<file path="src/sv/lam_pkg.sv">
// ----------------------------------------------------------------------------
// lam_pkg
// Shared constants and codes for the LFO amplitude modulator.
// ----------------------------------------------------------------------------
package lam_pkg;

    localparam int SAMPLE_WIDTH_DEF   = 16;
    localparam int POSITION_WIDTH_DEF = 48;
    localparam int PERIOD_WIDTH       = 32;
    localparam int GAIN_WIDTH         = 32;
    localparam int MODE_WIDTH         = 3;
    localparam int VOLUME_WIDTH       = 8;
    localparam int ADDR_WIDTH         = 5;
    localparam int DATA_WIDTH         = 64;
    localparam int FIFO_DEPTH         = 4;

    localparam logic [VOLUME_WIDTH-1:0] VOLUME_RESET = 8'd100;
    localparam logic [GAIN_WIDTH-1:0]   VOLUME_DIV   = 32'd100;

    // break threshold: d > P*95/100  <=>  20*d > 19*P
    localparam int BREAK_D_MUL = 20;
    localparam int BREAK_P_MUL = 19;

    typedef enum logic [MODE_WIDTH-1:0] {
        MODE_VOLUME = 3'd0,
        MODE_SAW    = 3'd1,
        MODE_RSAW   = 3'd2,
        MODE_PAN    = 3'd3,
        MODE_BREAK  = 3'd4
    } lfo_mode_t;

    typedef enum logic [1:0] {
        REG_MODE   = 2'd0,
        REG_PERIOD = 2'd1,
        REG_PHASE  = 2'd2,
        REG_VOLUME = 2'd3
    } reg_index_t;

endpackage

</file>
<file path="src/sv/lam_fifo.sv">
// ----------------------------------------------------------------------------
// lam_fifo
// Small synchronous queue with push/full and pop/empty sides.
// ----------------------------------------------------------------------------
module lam_fifo #(
    parameter int WIDTH = 8,
    parameter int DEPTH = lam_pkg::FIFO_DEPTH
) (
    input  logic             clk,
    input  logic             rst_n,
    input  logic             push,
    output logic             full,
    input  logic [WIDTH-1:0] wdata,
    input  logic             pop,
    output logic             empty,
    output logic [WIDTH-1:0] rdata
);

    localparam int AW = (DEPTH > 1) ? $clog2(DEPTH) : 1;

    logic [WIDTH-1:0] mem [0:DEPTH-1];
    logic [AW-1:0]    wr_ptr_reg;
    logic [AW-1:0]    rd_ptr_reg;
    logic [AW:0]      count_reg;
    logic             do_push;
    logic             do_pop;

    assign full    = (count_reg == (AW+1)'(DEPTH));
    assign empty   = (count_reg == '0);
    assign do_push = push && !full;
    assign do_pop  = pop && !empty;
    assign rdata   = mem[rd_ptr_reg];

    always_ff @(posedge clk)
    begin
        if (do_push)
        begin
            mem[wr_ptr_reg] <= wdata;
        end
    end

    always_ff @(posedge clk or negedge rst_n)
    begin
        if (!rst_n)
        begin
            wr_ptr_reg <= '0;
            rd_ptr_reg <= '0;
            count_reg  <= '0;
        end
        else
        begin
            if (do_push)
            begin
                wr_ptr_reg <= (wr_ptr_reg == AW'(DEPTH - 1)) ? '0 : wr_ptr_reg + AW'(1);
            end
            if (do_pop)
            begin
                rd_ptr_reg <= (rd_ptr_reg == AW'(DEPTH - 1)) ? '0 : rd_ptr_reg + AW'(1);
            end
            if (do_push && !do_pop)
            begin
                count_reg <= count_reg + (AW+1)'(1);
            end
            else if (do_pop && !do_push)
            begin
                count_reg <= count_reg - (AW+1)'(1);
            end
        end
    end

endmodule

</file>
<file path="config.mk">
export PLATFORM = sky130hd
export DESIGN_NAME = lam_fifo
export DESIGN_NICKNAME = d
export VERILOG_FILES = /design/src/sv/lam_pkg.sv /design/src/sv/lam_fifo.sv
export SDC_FILE = /design/constraint.sdc
export NUM_CORES = 1
export LEC_CHECK = 0
export BUFFER_PORTS_ARGS = -buffer_cell sky130_fd_sc_hd__buf_2
export CORE_UTILIZATION = 40
export CTS_CLUSTER_SIZE = 10
export DETAILED_ROUTE_END_ITERATION = 8
export PLACE_DENSITY = 0.57
export SLEW_MARGIN = 0
export SYNTH_ARGS = -nofsm -noshare
export SYNTH_HDL_FRONTEND = slang
export SYNTH_SLANG_ARGS = --single-unit
</file>
<file path="constraint.sdc">
create_clock -name clk -period 5.08 [get_ports clk]
set_input_delay 0.254 -clock clk [delete_from_list [all_inputs] [get_ports clk]]
set_output_delay 0.254 -clock clk [all_outputs]
set_load 0.01 [all_outputs]
</file>
After elaboration in Yosys (flattened, before gate mapping). Memories as Yosys holds them, arrays and structs flattened. Cells that the tools add are included.

Add/sub/neg operators: 4. Equal/unequal tests: 3. Mux-type cells: 6. Reduce and logical (&&, ||, !) cells: 10.

Operators by type and width (count): 2-to-1 mux 3 bit (2); adder 2 x 1 -> 2 bit (second input constant) (2); equality test 2 bit (second input constant) (2); logical AND 1 bit (4); logical NOT 1 bit (4); 2-to-1 mux 2 bit (2); adder 3 x 1 -> 3 bit (second input constant) (1); equality test 3 bit (second input constant) (1); logical NOT 3 bit (1); subtractor 3 x 1 -> 3 bit (second input constant) (1); 2-to-1 mux 1 bit (2); nonzero test 2 bit (1).

Bits in registers: 7. RAM bits: 32. Input bits: 12. Output and inout port bits: 10. Logic and storage cells: 27. Memories kept: 1.

Memory list: mem (depth 4, width 8, rd ports 1, clocked after Yosys merged registers in 0, write ports 1, line lam_fifo.sv:21) `logic [WIDTH-1:0] mem [0:DEPTH-1];`.

Longest topological paths before layout.
Word-level depth: 7. Depth in mapped cells: 9.

Worst setup path before layout. No wires, ideal clock.

Path kind: register to register. Start point: register count_reg[0]. End point: register count_reg[2]. Data arrival time: 1984 ps. Required time: 5001 ps. Slack: 3016 ps. Cell stages (with the launch flop): 9. Clock period less this slack: 2064 ps. Path through: dfrtp_1 -> nor3_1 -> nand2b_4 -> ha_1 -> inv_1 -> fa_1 -> xor2_1 -> nor2_1 -> xor2_1.

Longest elaborated chain between the ends: 6.

Ends and longest elaborated chain: start, declared (line lam_fifo.sv:24) `logic [AW:0] count_reg;`; start signal, assigned (line lam_fifo.sv:62) `count_reg <= count_reg + (AW+1)'(1);`; start signal, assigned (line lam_fifo.sv:66) `count_reg <= count_reg - (AW+1)'(1);`; logical NOT 3 bit * (line lam_fifo.sv:29) `assign empty = (count_reg == '0);`; via empty (line lam_fifo.sv:15) `output logic empty,`; logical NOT 1 bit * (line lam_fifo.sv:31) `assign do_pop = pop && !empty;`; logical AND 1 bit * (line lam_fifo.sv:31); logical NOT 1 bit (line lam_fifo.sv:60) `if (do_push && !do_pop)`; logical AND 1 bit (line lam_fifo.sv:60); 2-to-1 mux 3 bit / nonzero test 2 bit (equally long branches).

Mark *: on every way through the listed nets, which the timed path passes. The rest lies on a longest branch. The select of a mux whose other input is x is not followed. A chain may end at the register's enable or synchronous reset.

Worst setup path in the final report.
Start point: register count_reg[1]. End point: register count_reg[2].

Longest elaborated chain between the ends: 6.

Ends and longest elaborated chain: parallel branches: the longest is 6 deep, another holds subtractor 3 x 1 -> 3 bit.

Several ways; the timed one is not identified. The select of a mux whose other input is x is not followed.

==> summary.txt <==
Status -> complete, no violations
Fraction of layout cells with a size suffix above 1 -> 0.462
Final hold vios -> 0
Most frequent cell after synthesis -> edfxtp_1
RR Startpoint -> count_reg[1]
Max Slew Vio Count -> 0
Layout area overhead -> 18.0%
Die Footprint -> 4310 um2
Max reg flops -> 32
Crit path max fanout -> 4
Register area share after synthesis -> 0.701
Dominant cell type by area after synthesis -> edfxtp_1
Crit path kind -> reg -> reg
Max Root-Sink Buffers -> 2
Filler Cell Count -> 317
Mapped Area -> 1620 um2
Starting density of the core -> 0.430
Worst-Margin Slew -> 0.609 ns
Fin area -> 1910 um2
Area of the multi-input gates -> 453 um2
Grt ovf -> 0
Mapped Cells -> 79
DRC Markers -> 0
CP Capture Point -> count_reg[2]
EDFF count, synth -> 32
Antenna violations before repair -> 0
CP Capture Type -> flip-flop
Diode count -> 0
Crit start category -> flip-flop
Synth Warn # -> 0
Setup repair after global routing missed its margin -> no
Final nets -> 124
Critical path buffers and inverters -> 1
Worst EP required -> 5.29 ns
Hold Crit Class -> in -> reg
Reg2reg setup slack -> 3.02 ns
TritonCTS Buffers -> 5
Placed inst area -> 1770 um2
Pin count of the biggest net entering global routing -> 14
Synth Flop Type -> edfxtp_1
Synth async-reset ratio -> 0.179
CP Depth -> 8
Worst-path clk slew -> 0.07 ns
CTS root buffer -> clkbuf_8
Horiz. Die Dim -> 65.6 um
Post-route ant nets -> 0
Vias -> 764
Fin crit period -> 2.06 ns
Fmax -> 0.485 GHz
Largest stage delay, worst path -> 0.45 ns
Capture point of the worst reg-to-reg path -> count_reg[2]
Clk_skew -> 0.00268 ns
Kind of cell adding the most delay to the critical path -> simple AND/OR/NAND/NOR gates
Die Height -> 65.6 um
Final Cycle Share -> 0.406
Setup repair bufs after CTS -> 0
DR pass1 iterations -> 4
Crit path DAT -> 2.27 ns
Max-cap violation count -> 0
Clk_lat worst skew -> 0.29 ns
Post-synth cell types -> 19
Core area -> 3770 um2
FF+latch area -> 1140 um2
Vias per cell -> 4.96
Register-to-Register Path Depth -> 8
Synth cell count leaders -> edfxtp_1, mux4_2, dfrtp_1
Crit path from -> count_reg[1]
CTS sink cnt -> 39
Routability cong. -> 0.711
Post-Syn Area per Cell -> 20.5 um2
IO Pins -> 22
Avg WL per Cell -> 16.0 um
Num rows -> 22
H-tree depth -> 2
Setup TNS -> 0 ns
Global-route wire length before repair -> 3860 um
TritonCTS clock tree -> done
Top post-synthesis cells by area -> edfxtp_1, mux4_2, dfrtp_1
Slew HR -> 0.594
I/O Buffers -> 21
Overall routing resource usage -> 0.132
Worst vdd ir -> 0.263 mV
Cells along the critical path -> nor3_1 > nand2b_4 > ha_1 > inv_1 > fa_1 > xor2_1 > nor2_1 > xor2_1
Setup-failing EPs final -> 0
Post-synth net total -> 98
DR iter-0 viols -> 18
Pwr dens -> 596 nW/um2
Leakage -> 0.722 nW
Yosys top cell area share -> 0.593
Final wirelength -> 2470 um
#FFs+latches synth -> 39
Crit-path most repeated cell -> xor2_1
Slowest-stage cell, CP -> dfrtp_1
Vias in the first global route -> 774
-- cells in the final DEF (no fill, tap or decap) --
cell and instances:
xor2_1 2, nor2b_2 1, ha_1 6, nor2_1 3, mux2_2 3, clkbuf_8 5, edfxtp_1 32, clkinvlp_4 1
nor3_1 1, dlygate4sd3_1 1, fa_1 1, and2_2 4, nor3b_4 1, bufinv_16 2, inv_1 3, mux4_2 8
dfrtp_1 7, nand2b_4 1, buf_2 21, xnor2_1 1, mux2_4 2
-- cell type report --
type / count / area share
clock buffer: 5 / 0.0360
inverter: 3 / 0.00589
clock inverter: 3 / 0.0353
tap: 48 / 0.0314
multi-input combinational: 34 / 0.237
sequential: 39 / 0.594
timing repair buffer: 22 / 0.0602
-- per-layer routing --
layer,part of all wire,vias to the layer above,GRT usage,wire [um]
met1,0.42,393,0.153,1040
met3,0.051,5,0.0486,126
met5,0,-,0,0
met4,0.015,0,0.0489,37
li1,-,350,-,-
met2,0.51,16,0.221,1270
-- worst reg2reg max path: cells and delay by family (launching register included) --
kind / cells / cell delay [ns]
flops: 1 / 0.45
simple gates: 3 / 0.60
xor+xnor: 2 / 0.31
buf+inv: 1 / 0.07
fa+ha+maj: 2 / 0.56
-- worst min path at each step --
stage               startpoint           end  slack, ns  cells after the start
floorplan                rst_n  count_reg[0]      -0.04                      0
global placement         rst_n  count_reg[0]       0.10                      1
detailed placement       rst_n  count_reg[0]       0.10                      1
CTS                   wdata[6]     mem[3][6]       0.17                      1
global route          wdata[5]     mem[3][5]       0.17                      1
finish                wdata[6]     mem[3][6]       0.17                      1
-- cells by family (layout without fill, tap and decap cells) --
kind of cell               count (synthesis)  after routing  share of synthesized area
muxes                                     13             13                      0.151
xor gates and xnor gates                   3              3                     0.0162
and+or+nand+nor                           11             11                     0.0541
adders and majority gates                  7              7                     0.0587
buffers and inverters                      6             33                     0.0193
DFF                                       39             39                      0.701
-- through the flow --
| stage | instances | total power, mW | hold WS [ns] | worst slack, ns | utilization |
|---|---|---|---|---|---|
| floorplan | 79 | 0.749 | -0.0416 | 3.02 | - |
| global placement | 145 | 0.842 | 0.100 | 3.13 | 0.468 |
| detailed placement | 145 | 0.853 | 0.101 | 3.03 | 0.468 |
| CTS | 154 | 1.16 | 0.167 | 2.98 | 0.507 |
| global route | 154 | 1.21 | 0.172 | 2.85 | 0.507 |
| finish | 154 | 1.14 | 0.175 | 3.02 | 0.507 |
-- repair_timing --
item                                    4_1_cts  5_1_grt
resized for setup                             0        0
endpoints found under the setup margin        0        0
hold buffers                                  1        0
hold endpoints to repair                      7        0
-- power by group --
part | leakage (nW) | switching, mW | total, mW | internal, mW
sequential | 0.375 | 0.0769 | 0.510 | 0.433
clock | 0.0644 | 0.107 | 0.303 | 0.196
combinational | 0.282 | 0.141 | 0.327 | 0.186
total | 0.722 | 0.325 | 1.14 | 0.815
No activity file was read; power rests on OpenSTA's default activity.
